File: config.mk
export PLATFORM = sky130hd
export DESIGN_NAME = isbn13_string_validator
export DESIGN_NICKNAME = d
export VERILOG_FILES = /design/src/rtl/isbn_pkg.sv /design/src/rtl/isbn_front.sv /design/src/rtl/isbn_fifo.sv /design/src/rtl/isbn_back.sv /design/src/rtl/isbn13_string_validator.sv
export SDC_FILE = /design/constraint.sdc
export NUM_CORES = 1
export LEC_CHECK = 0
export ABC_CLOCK_PERIOD_IN_PS = 13630
export BUFFER_PORTS_ARGS = -buffer_cell sky130_fd_sc_hd__buf_4
export CAP_MARGIN = 10
export CORE_UTILIZATION = 55
export DETAILED_ROUTE_END_ITERATION = 6
export HOLD_SLACK_MARGIN = 0.05
export PLACE_DENSITY_LB_ADDON = 0.08
export SYNTH_ARGS = -nofsm -noshare
export SYNTH_HDL_FRONTEND = slang
export SYNTH_HIERARCHICAL = 1
export SYNTH_SLANG_ARGS = --single-unit
File: constraint.sdc
create_clock -name clk -period 13.63 [get_ports clk]
set_input_delay 2.0445 -clock clk [delete_from_list [all_inputs] [get_ports clk]]
set_output_delay 2.0445 -clock clk [all_outputs]
set_load 0.05 [all_outputs]
File: src/rtl/isbn_pkg.sv
`default_nettype none
package isbn_pkg;

  localparam int unsigned ISBN_FIFO_DEPTH = 4;

  localparam int unsigned VALUE_W  = 24;
  localparam int unsigned PROD_W   = VALUE_W + 4;
  localparam logic [VALUE_W-1:0] VALUE_MAX = '1;

  localparam int unsigned STR_LEN = 22;
  localparam int unsigned NUM_DIGITS = 13;

  // field positions
  localparam logic [2:0] FLD_PREFIX   = 3'd0;
  localparam logic [2:0] FLD_BOOKLAND = 3'd1;
  localparam logic [2:0] FLD_GROUP    = 3'd2;
  localparam logic [2:0] FLD_PUB      = 3'd3;
  localparam logic [2:0] FLD_TITLE    = 3'd4;
  localparam logic [2:0] FLD_CHECK    = 3'd5;

  // fail reasons
  localparam logic [2:0] RSN_OK       = 3'd0;
  localparam logic [2:0] RSN_PREFIX   = 3'd1;
  localparam logic [2:0] RSN_LENGTH   = 3'd2;
  localparam logic [2:0] RSN_BOOKLAND = 3'd3;
  localparam logic [2:0] RSN_GROUP    = 3'd4;
  localparam logic [2:0] RSN_PUB      = 3'd5;
  localparam logic [2:0] RSN_DIGITS   = 3'd6;

  typedef enum logic [2:0] {
    K_DIGIT,
    K_DASH,
    K_SPACE,
    K_LET_I,
    K_LET_S,
    K_LET_B,
    K_LET_N,
    K_OTHER
  } kind_t;

  typedef struct packed {
    kind_t      kind;
    logic [3:0] digit;
    logic       last;
  } token_t;

  function automatic logic [2:0] fault_of_field(input logic [2:0] f);
    logic [2:0] r;
    case (f)
      FLD_PREFIX:   r = RSN_PREFIX;
      FLD_BOOKLAND: r = RSN_BOOKLAND;
      FLD_GROUP:    r = RSN_GROUP;
      FLD_PUB:      r = RSN_PUB;
      default:      r = RSN_DIGITS;
    endcase
    return r;
  endfunction

  function automatic kind_t prefix_letter(input logic [2:0] pos);
    kind_t k;
    case (pos)
      3'd0:    k = K_LET_I;
      3'd1:    k = K_LET_S;
      3'd2:    k = K_LET_B;
      3'd3:    k = K_LET_N;
      default: k = K_OTHER;
    endcase
    return k;
  endfunction

  function automatic logic group_a_ok(input logic [VALUE_W-1:0] v);
    return (v <= 24'd5) || (v == 24'd7) ||
           (v >= 24'd80 && v <= 24'd94) ||
           (v >= 24'd600 && v <= 24'd649) ||
           (v >= 24'd950 && v <= 24'd989) ||
           (v >= 24'd9900 && v <= 24'd9989) ||
           (v >= 24'd99900 && v <= 24'd99999);
  endfunction

  function automatic logic publisher_ok(input logic [VALUE_W-1:0] v);
    return (v <= 24'd19) ||
           (v >= 24'd200 && v <= 24'd699) ||
           (v >= 24'd7000 && v <= 24'd8499) ||
           (v >= 24'd85000 && v <= 24'd89999) ||
           (v >= 24'd900000 && v <= 24'd949999) ||
           (v >= 24'd9500000 && v <= 24'd9999999);
  endfunction

endpackage
`default_nettype wire

File: src/rtl/isbn_front.sv
`default_nettype none
module isbn_front import isbn_pkg::*; (
  input  wire logic       in_valid,
  input  wire logic [7:0] in_char_in,
  input  wire logic       in_is_last,
  input  wire logic       q_full,
  output logic            in_stall,
  output logic            q_push,
  output token_t          q_tok
);

  logic [7:0] dsub;

  assign dsub = in_char_in - 8'h30;

  always_comb begin
    q_tok.digit = dsub[3:0];
    q_tok.last  = in_is_last;
    if (in_char_in >= 8'h30 && in_char_in <= 8'h39) begin
      q_tok.kind = K_DIGIT;
    end else begin
      case (in_char_in)
        8'h2D:   q_tok.kind = K_DASH;
        8'h20:   q_tok.kind = K_SPACE;
        8'h49:   q_tok.kind = K_LET_I;
        8'h53:   q_tok.kind = K_LET_S;
        8'h42:   q_tok.kind = K_LET_B;
        8'h4E:   q_tok.kind = K_LET_N;
        default: q_tok.kind = K_OTHER;
      endcase
    end
  end

  assign in_stall = q_full;
  assign q_push   = in_valid && !q_full;

endmodule
`default_nettype wire

File: src/rtl/isbn_fifo.sv
`default_nettype none
module isbn_fifo import isbn_pkg::*; #(
  parameter int unsigned DEPTH = ISBN_FIFO_DEPTH
) (
  input  wire logic   clk,
  input  wire logic   rst_n,
  input  wire logic   push,
  input  wire token_t push_tok,
  input  wire logic   pop,
  output logic        full,
  output logic        nonempty,
  output token_t      head_tok
);

  localparam int unsigned PTR_W = $clog2(DEPTH);
  localparam int unsigned CNT_W = $clog2(DEPTH + 1);
  localparam logic [PTR_W-1:0] LAST_PTR = PTR_W'(DEPTH - 1);
  localparam logic [CNT_W-1:0] FULL_CNT = CNT_W'(DEPTH);

  token_t           mem [DEPTH];
  logic [PTR_W-1:0] wr_ptr_r, wr_ptr_nxt;
  logic [PTR_W-1:0] rd_ptr_r, rd_ptr_nxt;
  logic [CNT_W-1:0] count_r, count_nxt;

  assign full     = (count_r == FULL_CNT);
  assign nonempty = (count_r != '0);
  assign head_tok = mem[rd_ptr_r];

  always_comb begin
    wr_ptr_nxt = wr_ptr_r;
    rd_ptr_nxt = rd_ptr_r;
    count_nxt  = count_r;
    if (push) begin
      wr_ptr_nxt = (wr_ptr_r == LAST_PTR) ? '0 : wr_ptr_r + 1'b1;
    end
    if (pop) begin
      rd_ptr_nxt = (rd_ptr_r == LAST_PTR) ? '0 : rd_ptr_r + 1'b1;
    end
    if (push && !pop) begin
      count_nxt = count_r + 1'b1;
    end else if (pop && !push) begin
      count_nxt = count_r - 1'b1;
    end
  end

  always_ff @(posedge clk) begin
    if (!rst_n) begin
      wr_ptr_r <= '0;
      rd_ptr_r <= '0;
      count_r  <= '0;
    end else begin
      wr_ptr_r <= wr_ptr_nxt;
      rd_ptr_r <= rd_ptr_nxt;
      count_r  <= count_nxt;
    end
  end

  always_ff @(posedge clk) begin
    if (push) begin
      mem[wr_ptr_r] <= push_tok;
    end
  end

  a_no_overflow: assert property (@(posedge clk) disable iff (!rst_n)
    count_r <= FULL_CNT)
    else $error("queue count above depth");

  a_no_push_full: assert property (@(posedge clk) disable iff (!rst_n)
    full |-> !push)
    else $error("push while queue full");

  a_no_pop_empty: assert property (@(posedge clk) disable iff (!rst_n)
    pop |-> nonempty)
    else $error("pop while queue empty");

  a_count_track: assert property (@(posedge clk) disable iff (!rst_n)
    (push && !pop) |=> count_r == $past(count_r) + 1'b1)
    else $error("count did not follow push");

endmodule
`default_nettype wire

File: src/rtl/isbn_back.sv
`default_nettype none
module isbn_back import isbn_pkg::*; (
  input  wire logic   clk,
  input  wire logic   rst_n,
  input  wire logic   q_nonempty,
  input  wire token_t q_tok,
  output logic        q_pop,
  output logic        out_valid,
  input  wire logic   out_stall,
  output logic        out_valid_res,
  output logic [2:0]  out_fail_reason
);

  logic [2:0]         field_index_r, field_index_nxt;
  logic [4:0]         char_count_r, char_count_nxt;
  logic [VALUE_W-1:0] field_value_r, field_value_nxt;
  logic [2:0]         field_chars_r, field_chars_nxt;
  logic [3:0]         digit_count_r, digit_count_nxt;
  logic [3:0]         wsum_r, wsum_nxt;
  logic [2:0]         first_fault_r, first_fault_nxt;

  logic               out_valid_r, out_valid_nxt;
  logic               res_valid_r, res_valid_nxt;
  logic [2:0]         reason_r, reason_nxt;

  logic               out_free;
  logic [PROD_W-1:0]  prod;
  logic [5:0]         wsum_add;
  logic [5:0]         wd;
  logic               close_ok;

  assign out_free = !out_valid_r || !out_stall;
  assign q_pop    = q_nonempty && (!q_tok.last || out_free);

  assign prod = {field_value_r, 3'b000} + {3'b000, field_value_r, 1'b0}
              + PROD_W'(q_tok.digit);
  assign wd   = digit_count_r[0] ? (6'(q_tok.digit) + {1'b0, q_tok.digit, 1'b0})
                                 : 6'(q_tok.digit);
  assign wsum_add = 6'(wsum_r) + wd;

  always_comb begin
    close_ok = (field_chars_r != 3'd0);
    case (field_index_r)
      FLD_BOOKLAND: close_ok = close_ok && field_chars_r == 3'd3 &&
                               (field_value_r == 24'd978 || field_value_r == 24'd979);
      FLD_GROUP:    close_ok = close_ok && group_a_ok(field_value_r);
      FLD_PUB:      close_ok = close_ok && publisher_ok(field_value_r);
      default:      close_ok = close_ok;
    endcase
  end

  // per-byte state update
  always_comb begin
    field_index_nxt = field_index_r;
    char_count_nxt  = (char_count_r == 5'd31) ? char_count_r : char_count_r + 1'b1;
    field_value_nxt = field_value_r;
    field_chars_nxt = field_chars_r;
    digit_count_nxt = digit_count_r;
    wsum_nxt        = wsum_r;
    first_fault_nxt = first_fault_r;
    if (first_fault_r == RSN_OK) begin
      if (field_index_r == FLD_PREFIX) begin
        if (q_tok.kind == K_SPACE) begin
          if (field_chars_r == 3'd4) begin
            field_index_nxt = FLD_BOOKLAND;
            field_chars_nxt = 3'd0;
          end else begin
            first_fault_nxt = RSN_PREFIX;
          end
        end else if (field_chars_r < 3'd4 && q_tok.kind == prefix_letter(field_chars_r)) begin
          field_chars_nxt = field_chars_r + 1'b1;
        end else begin
          first_fault_nxt = RSN_PREFIX;
        end
      end else if (q_tok.kind == K_DIGIT) begin
        if (wsum_add >= 6'd30) begin
          wsum_nxt = 4'(wsum_add - 6'd30);
        end else if (wsum_add >= 6'd20) begin
          wsum_nxt = 4'(wsum_add - 6'd20);
        end else if (wsum_add >= 6'd10) begin
          wsum_nxt = 4'(wsum_add - 6'd10);
        end else begin
          wsum_nxt = 4'(wsum_add);
        end
        if (digit_count_r != 4'd15) begin
          digit_count_nxt = digit_count_r + 1'b1;
        end
        if (field_chars_r != 3'd7) begin
          field_chars_nxt = field_chars_r + 1'b1;
        end
        field_value_nxt = (prod[PROD_W-1:VALUE_W] != '0) ? VALUE_MAX
                                                         : prod[VALUE_W-1:0];
      end else if (q_tok.kind == K_DASH && field_index_r < FLD_CHECK) begin
        if (close_ok) begin
          field_index_nxt = field_index_r + 1'b1;
          field_value_nxt = '0;
          field_chars_nxt = 3'd0;
        end else begin
          first_fault_nxt = fault_of_field(field_index_r);
        end
      end else begin
        first_fault_nxt = fault_of_field(field_index_r);
      end
    end
  end

  // end-of-string verdict
  always_comb begin
    logic [2:0] ff;
    ff = first_fault_nxt;
    if (ff == RSN_OK) begin
      if (field_index_nxt != FLD_CHECK) begin
        ff = fault_of_field(field_index_nxt);
      end else if (field_chars_nxt == 3'd0) begin
        ff = RSN_DIGITS;
      end
    end
    if (ff == RSN_PREFIX) begin
      reason_nxt = RSN_PREFIX;
    end else if (char_count_nxt != 5'(STR_LEN)) begin
      reason_nxt = RSN_LENGTH;
    end else if (ff != RSN_OK) begin
      reason_nxt = ff;
    end else if (digit_count_nxt != 4'(NUM_DIGITS) || wsum_nxt != 4'd0) begin
      reason_nxt = RSN_DIGITS;
    end else begin
      reason_nxt = RSN_OK;
    end
    res_valid_nxt = (reason_nxt == RSN_OK);
  end

  always_comb begin
    out_valid_nxt = out_valid_r && out_stall;
    if (q_pop && q_tok.last) begin
      out_valid_nxt = 1'b1;
    end
  end

  always_ff @(posedge clk) begin
    if (!rst_n) begin
      field_index_r <= FLD_PREFIX;
      char_count_r  <= '0;
      field_value_r <= '0;
      field_chars_r <= '0;
      digit_count_r <= '0;
      wsum_r        <= '0;
      first_fault_r <= RSN_OK;
      out_valid_r   <= 1'b0;
    end else begin
      out_valid_r <= out_valid_nxt;
      if (q_pop) begin
        if (q_tok.last) begin
          field_index_r <= FLD_PREFIX;
          char_count_r  <= '0;
          field_value_r <= '0;
          field_chars_r <= '0;
          digit_count_r <= '0;
          wsum_r        <= '0;
          first_fault_r <= RSN_OK;
        end else begin
          field_index_r <= field_index_nxt;
          char_count_r  <= char_count_nxt;
          field_value_r <= field_value_nxt;
          field_chars_r <= field_chars_nxt;
          digit_count_r <= digit_count_nxt;
          wsum_r        <= wsum_nxt;
          first_fault_r <= first_fault_nxt;
        end
      end
    end
  end

  always_ff @(posedge clk) begin
    if (q_pop && q_tok.last) begin
      res_valid_r <= res_valid_nxt;
      reason_r    <= reason_nxt;
    end
  end

  assign out_valid       = out_valid_r;
  assign out_valid_res   = res_valid_r;
  assign out_fail_reason = reason_r;

  a_state_cleared: assert property (@(posedge clk) disable iff (!rst_n)
    (q_pop && q_tok.last) |=> (field_index_r == FLD_PREFIX && char_count_r == 5'd0 &&
                               first_fault_r == RSN_OK))
    else $error("state not cleared after string end");

  a_fault_sticky: assert property (@(posedge clk) disable iff (!rst_n)
    (q_pop && !q_tok.last && first_fault_r != RSN_OK) |=>
      (first_fault_r == $past(first_fault_r) && field_index_r == $past(field_index_r)))
    else $error("state moved after a fault");

  a_res_consistent: assert property (@(posedge clk) disable iff (!rst_n)
    out_valid_r |-> (res_valid_r == (reason_r == RSN_OK)))
    else $error("valid flag disagrees with reason");

  a_no_overwrite: assert property (@(posedge clk) disable iff (!rst_n)
    (out_valid_r && out_stall) |-> !(q_pop && q_tok.last))
    else $error("result overwritten while stalled");

endmodule
`default_nettype wire

File: src/rtl/isbn13_string_validator.sv
// ISBN-13 string checker.
// Input channel: one ASCII byte per transfer (in_char_in), in_is_last set on
// the final byte of a string "ISBN 978-A-B-C-D". Output channel: one result
// transfer per string, out_valid_res (1 = valid ISBN-13) and out_fail_reason
// (0 ok, 1 prefix, 2 length, 3 bookland, 4 group, 5 publisher, 6 digits or
// checksum). Bytes without in_is_last give no result.
// Throughput: one byte per clock unless in_stall or a held result stops the
// flow. A front classifier writes each byte into a small queue (FIFO_DEPTH
// entries) and the checker pops one entry per clock while the queue is nonempty.
// With the queue empty the last byte goes through the queue write and then the
// result register; each byte still queued ahead of it delays the result further.
// When out_stall is high the result holds; the checker keeps consuming bytes of
// the next string and stops only at its last byte, then in_stall rises once the
// queue fills. Reset (rst_n low, synchronous) empties the queue, drops any
// pending result and returns the checker to the start of a string.
`default_nettype none
module isbn13_string_validator import isbn_pkg::*; #(
  parameter int unsigned FIFO_DEPTH = ISBN_FIFO_DEPTH
) (
  input  wire logic       clk,
  input  wire logic       rst_n,
  input  wire logic       in_valid,
  output logic            in_stall,
  input  wire logic [7:0] in_char_in,
  input  wire logic       in_is_last,
  output logic            out_valid,
  input  wire logic       out_stall,
  output logic            out_valid_res,
  output logic [2:0]      out_fail_reason
);

  logic   q_full;
  logic   q_push;
  logic   q_pop;
  logic   q_nonempty;
  token_t push_tok;
  token_t head_tok;

  isbn_front u_front (
    .in_valid   (in_valid),
    .in_char_in (in_char_in),
    .in_is_last (in_is_last),
    .q_full     (q_full),
    .in_stall   (in_stall),
    .q_push     (q_push),
    .q_tok      (push_tok)
  );

  isbn_fifo #(
    .DEPTH (FIFO_DEPTH)
  ) u_fifo (
    .clk      (clk),
    .rst_n    (rst_n),
    .push     (q_push),
    .push_tok (push_tok),
    .pop      (q_pop),
    .full     (q_full),
    .nonempty (q_nonempty),
    .head_tok (head_tok)
  );

  isbn_back u_back (
    .clk             (clk),
    .rst_n           (rst_n),
    .q_nonempty      (q_nonempty),
    .q_tok           (head_tok),
    .q_pop           (q_pop),
    .out_valid       (out_valid),
    .out_stall       (out_stall),
    .out_valid_res   (out_valid_res),
    .out_fail_reason (out_fail_reason)
  );

endmodule
`default_nettype wire
==> run summary <==
* 8.02 ns — Setup WS post-layout
* 36 — count of flip-flops with a built-in enable after synthesis
* 13.84 ns — required time of the critical path
* 1237 — Fillers
* 983 — Synthesized Nets
* finished clean — run status
* 0.000138 V — Max IR drop VDD
* 0 — CTS-repair resized insts
* met4 — top layer in use
* 0 — postcts setup bufs
* 0 — Final ANT Viol Nets
* sky130_fd_sc_hd__dfxtp_1 — top_reg_cell synth
* 5.82 ns — data arrival time of the worst path
* 42 — Site Rows
* 92 — number of sinks on the clock net
* 1020 uW — total design power
* 6 — yosys warns
* 8.05 ns — Place WS
* sky130_fd_sc_hd__a21o_1 — cell seen most often among critical-path stages
* 0 — count of unresolved DRC violations after routing
* 126 nW/um^2 — power density cells
* 5.61 ns — time the worst path needs with I/O delays and setup
* 6235 — number of global-route vias before repair
* 2 — Clock Path Buffers
* 3 — depth of the CTS H-tree
* 7.82 mm — Met1 Routed Length
* 30 — largest net degree at the start of global routing
* 28.5% — portion of the post-synthesis area used by sequential elements
* 0.497 ns — Min Hold Slack
* 25.1% — GR Util All Layers
* 0 — combined buffer and inverter count along the critical path
* 0.911 — GP Congestion
* 8.02 ns — reg-to-reg slack, setup
* 446 — first-iteration detailed-routing DRC count
* register — endpoint class of the critical path
* 57.4% — Initial Utilization
* 1.02 ns — Worst-Margin Slew
* 882 — instance count of the mapped netlist
* 24 — critical path fanouts, max
* 5.03% — growth of design area from synthesis to finish
* 0 — final number of hold-violating endpoints
* 0 — number of antenna violations at the first check in global routing
* 9 — total clock buffers created by CTS
* 178 MHz — maximum operating frequency
* 0 — hold_buf cts
* 0.00756 ns — post-route clock skew
* 8.75 um^2 — Avg Synthesized Cell Area
* false — RSZ-0062 raised after global routing
* 31.9% — relative slew slack
* 0.00331 uW — LEAKAGE
* 92 — post-synthesis sequential element count
* 966 — Total Nets Final
* 14500 um^2 — die area
* register to register — crit path kind
* register to register — min-delay worst type
* 7720 um^2 — area of the mapped netlist
* 1046 — post-route non-filler standard cell count
* 0 — Setup Viol. Count Final
* compound AO/OA/AOI/OAI gates — family of cells with the greatest summed delay on the critical path
* 0% — share of flip-flops with an asynchronous set or reset after synthesis
* 6.32 — mean number of vias per cell
* 775 um — met3 wire length
* 0 — antenna cell count
* 8.51% — layout cell share with drive strength beyond 1
* 6614 — number of vias after detailed routing
* 13.0 mm — half-perimeter wire length after detailed placement
* 93 — Yosys cell types
* 0 — MaxCap Viol Count
* 0 ns — setup total negative slack
* 19 — I/O pins
* sky130_fd_sc_hd__clkbuf_16 — buffer cell driving the clock tree root
* 0 — aggregate global routing overflow
* register — kind of launch point of the worst setup path
* built — CTS tree
* 29.4 mm — global-route wire length before repair
* 16.6 um — average routed wire per standard cell
* sky130_fd_sc_hd__mux4_2 — CP max stage cell
* 120 um — y dimension of the die
* 120 um — die width
* 0 — max-slew violations
* 18 — quantity of I/O buffers inserted on ports
* 1030 — placed insts
* 13500 um^2 — placeable core region
* mux4_2, fa_1, fa_1, a21o_1, a21o_1, a21oi_1, o21ai_0, o311ai_1, a21oi_1, a21o_1, a2111o_1, a211o_1, o21ba_2, o21ai_0 — cells traversed along the worst timing path
* 0.36 ns — clock latency at the later pin of the worst-skew pair
* 0.07 ns — clock slew at the register clock pins of the worst setup and hold paths
* 17.3 mm — total wire length
* 0.69 ns — critical path's largest stage delay
* 41.1% — post-route clock period utilization
* 5 — First-pass DRT Iterations
* 8.48 mm — length of routed met2 wiring
## final timing paths
kind / startpoint / endpoint / cells past startpoint
worst min-delay path: u_back/out_valid / u_back/out_valid / 2
worst min register to register: u_back/out_valid / u_back/out_valid / 2
worst max-delay path: register / u_back/field_value_r[15] / 14
worst max register to register: register / u_back/field_value_r[15] / 14
## synth_stat cells (12+ instances only)
| master | number | area (um^2) |
|---|---|---|
| sky130_fd_sc_hd__a211oi_1 | 12 | 90.1 |
| sky130_fd_sc_hd__a21o_1 | 19 | 143 |
| sky130_fd_sc_hd__a21oi_1 | 43 | 215 |
| sky130_fd_sc_hd__and2_1 | 17 | 106 |
| sky130_fd_sc_hd__buf_2 | 16 | 80.1 |
| sky130_fd_sc_hd__clkbuf_1 | 16 | 60.1 |
| sky130_fd_sc_hd__dfxtp_1 | 56 | 1120 |
| sky130_fd_sc_hd__edfxtp_1 | 36 | 1080 |
| sky130_fd_sc_hd__ha_1 | 83 | 1040 |
| sky130_fd_sc_hd__inv_1 | 31 | 116 |
| sky130_fd_sc_hd__nand2_1 | 82 | 308 |
| sky130_fd_sc_hd__nand2b_1 | 12 | 75.1 |
| sky130_fd_sc_hd__nand3_1 | 20 | 100 |
| sky130_fd_sc_hd__nor2_1 | 73 | 274 |
| sky130_fd_sc_hd__nor2b_1 | 25 | 156 |
| sky130_fd_sc_hd__nor3_1 | 23 | 115 |
| sky130_fd_sc_hd__o21a_1 | 15 | 113 |
| sky130_fd_sc_hd__o21ai_0 | 67 | 335 |
| sky130_fd_sc_hd__xnor2_1 | 17 | 149 |
## tightest hold or removal path, delay by kind of cell, from the launching register on
kind | cells | cell delay (ns)
DFF | 1 | 0.33
and+or+nand+nor | 1 | 0.06
AOI/OAI and AO/OA | 1 | 0.06
## through the flow
step	util [%]	instance area (um^2)
floorplan	-	7720
global placement	58.1	7820
detailed placement	58.1	7820
CTS	60.3	8110
global route	60.3	8110
finish	60.3	8110
## power by group
part / switching [uW] / internal, uW / total (uW)
clock network: 116 / 128 / 244
logic: 272 / 169 / 441
registers: 24.1 / 314 / 338
## metal layers
metal	GRT usage, %	vias to the layer above
li1	-	3248
met1	32.3	3184
met2	43.4	164
met3	4.20	18
met4	7.10	0
met5	0	-
## cell families after synthesis
family                   Yosys count  synth area share [%]
AND/OR/NAND/NOR                  329                  23.0
buffers and inverters             77                  4.85
XOR/XNOR                          26                  2.95
AO/OA/AOI/OAI                    252                  22.3
flip-flops                        92                  28.5
multiplexers                      18                  3.68
adder cells (fa/ha/maj)           88                  14.8
## sequential cells by signal, indices dropped and copies added, names as in the netlist, named ones only
name,count
u_back/field_index_r,3
u_back/char_count_r,5
u_fifo/mem,32
u_fifo/rd_ptr_r,2
u_back/wsum_r,4
u_back/digit_count_r,4
u_back/out_valid_res,1
u_back/first_fault_r,3
u_back/field_chars_r,3
u_fifo/count_r,3
u_back/out_valid,1
u_back/out_fail_reason,3
u_fifo/wr_ptr_r,2
u_back/field_value_r,24
## layout by cell type (no fill, tap or decap), types with 12 or more instances in the layout
cell	n
sky130_fd_sc_hd__ha_1	83
sky130_fd_sc_hd__nand2_1	82
sky130_fd_sc_hd__nor2_1	73
sky130_fd_sc_hd__o21ai_0	67
sky130_fd_sc_hd__dfxtp_1	56
sky130_fd_sc_hd__a21oi_1	43
sky130_fd_sc_hd__edfxtp_1	36
sky130_fd_sc_hd__inv_1	31
sky130_fd_sc_hd__nor2b_1	25
sky130_fd_sc_hd__nor3_1	23
sky130_fd_sc_hd__nand3_1	20
sky130_fd_sc_hd__a21o_1	19
sky130_fd_sc_hd__buf_4	18
sky130_fd_sc_hd__xnor2_1	17
sky130_fd_sc_hd__and2_1	17
sky130_fd_sc_hd__o21a_1	15
sky130_fd_sc_hd__nand2b_1	12
sky130_fd_sc_hd__a211oi_1	12
## area by class of cell
class / instances / area [um^2] / share of cell area [%]
Sequential cell: 92 / 2200 / 27.2
Clock inverter: 7 / 65.1 / 0.803
Tap cell: 176 / 220 / 2.72
Multi-Input combinational cell: 713 / 5140 / 63.4
Inverter: 31 / 116 / 1.44
Timing Repair Buffer: 18 / 135 / 1.67
Clock buffer: 9 / 225 / 2.78
No activity file was read; power rests on OpenSTA's default activity.
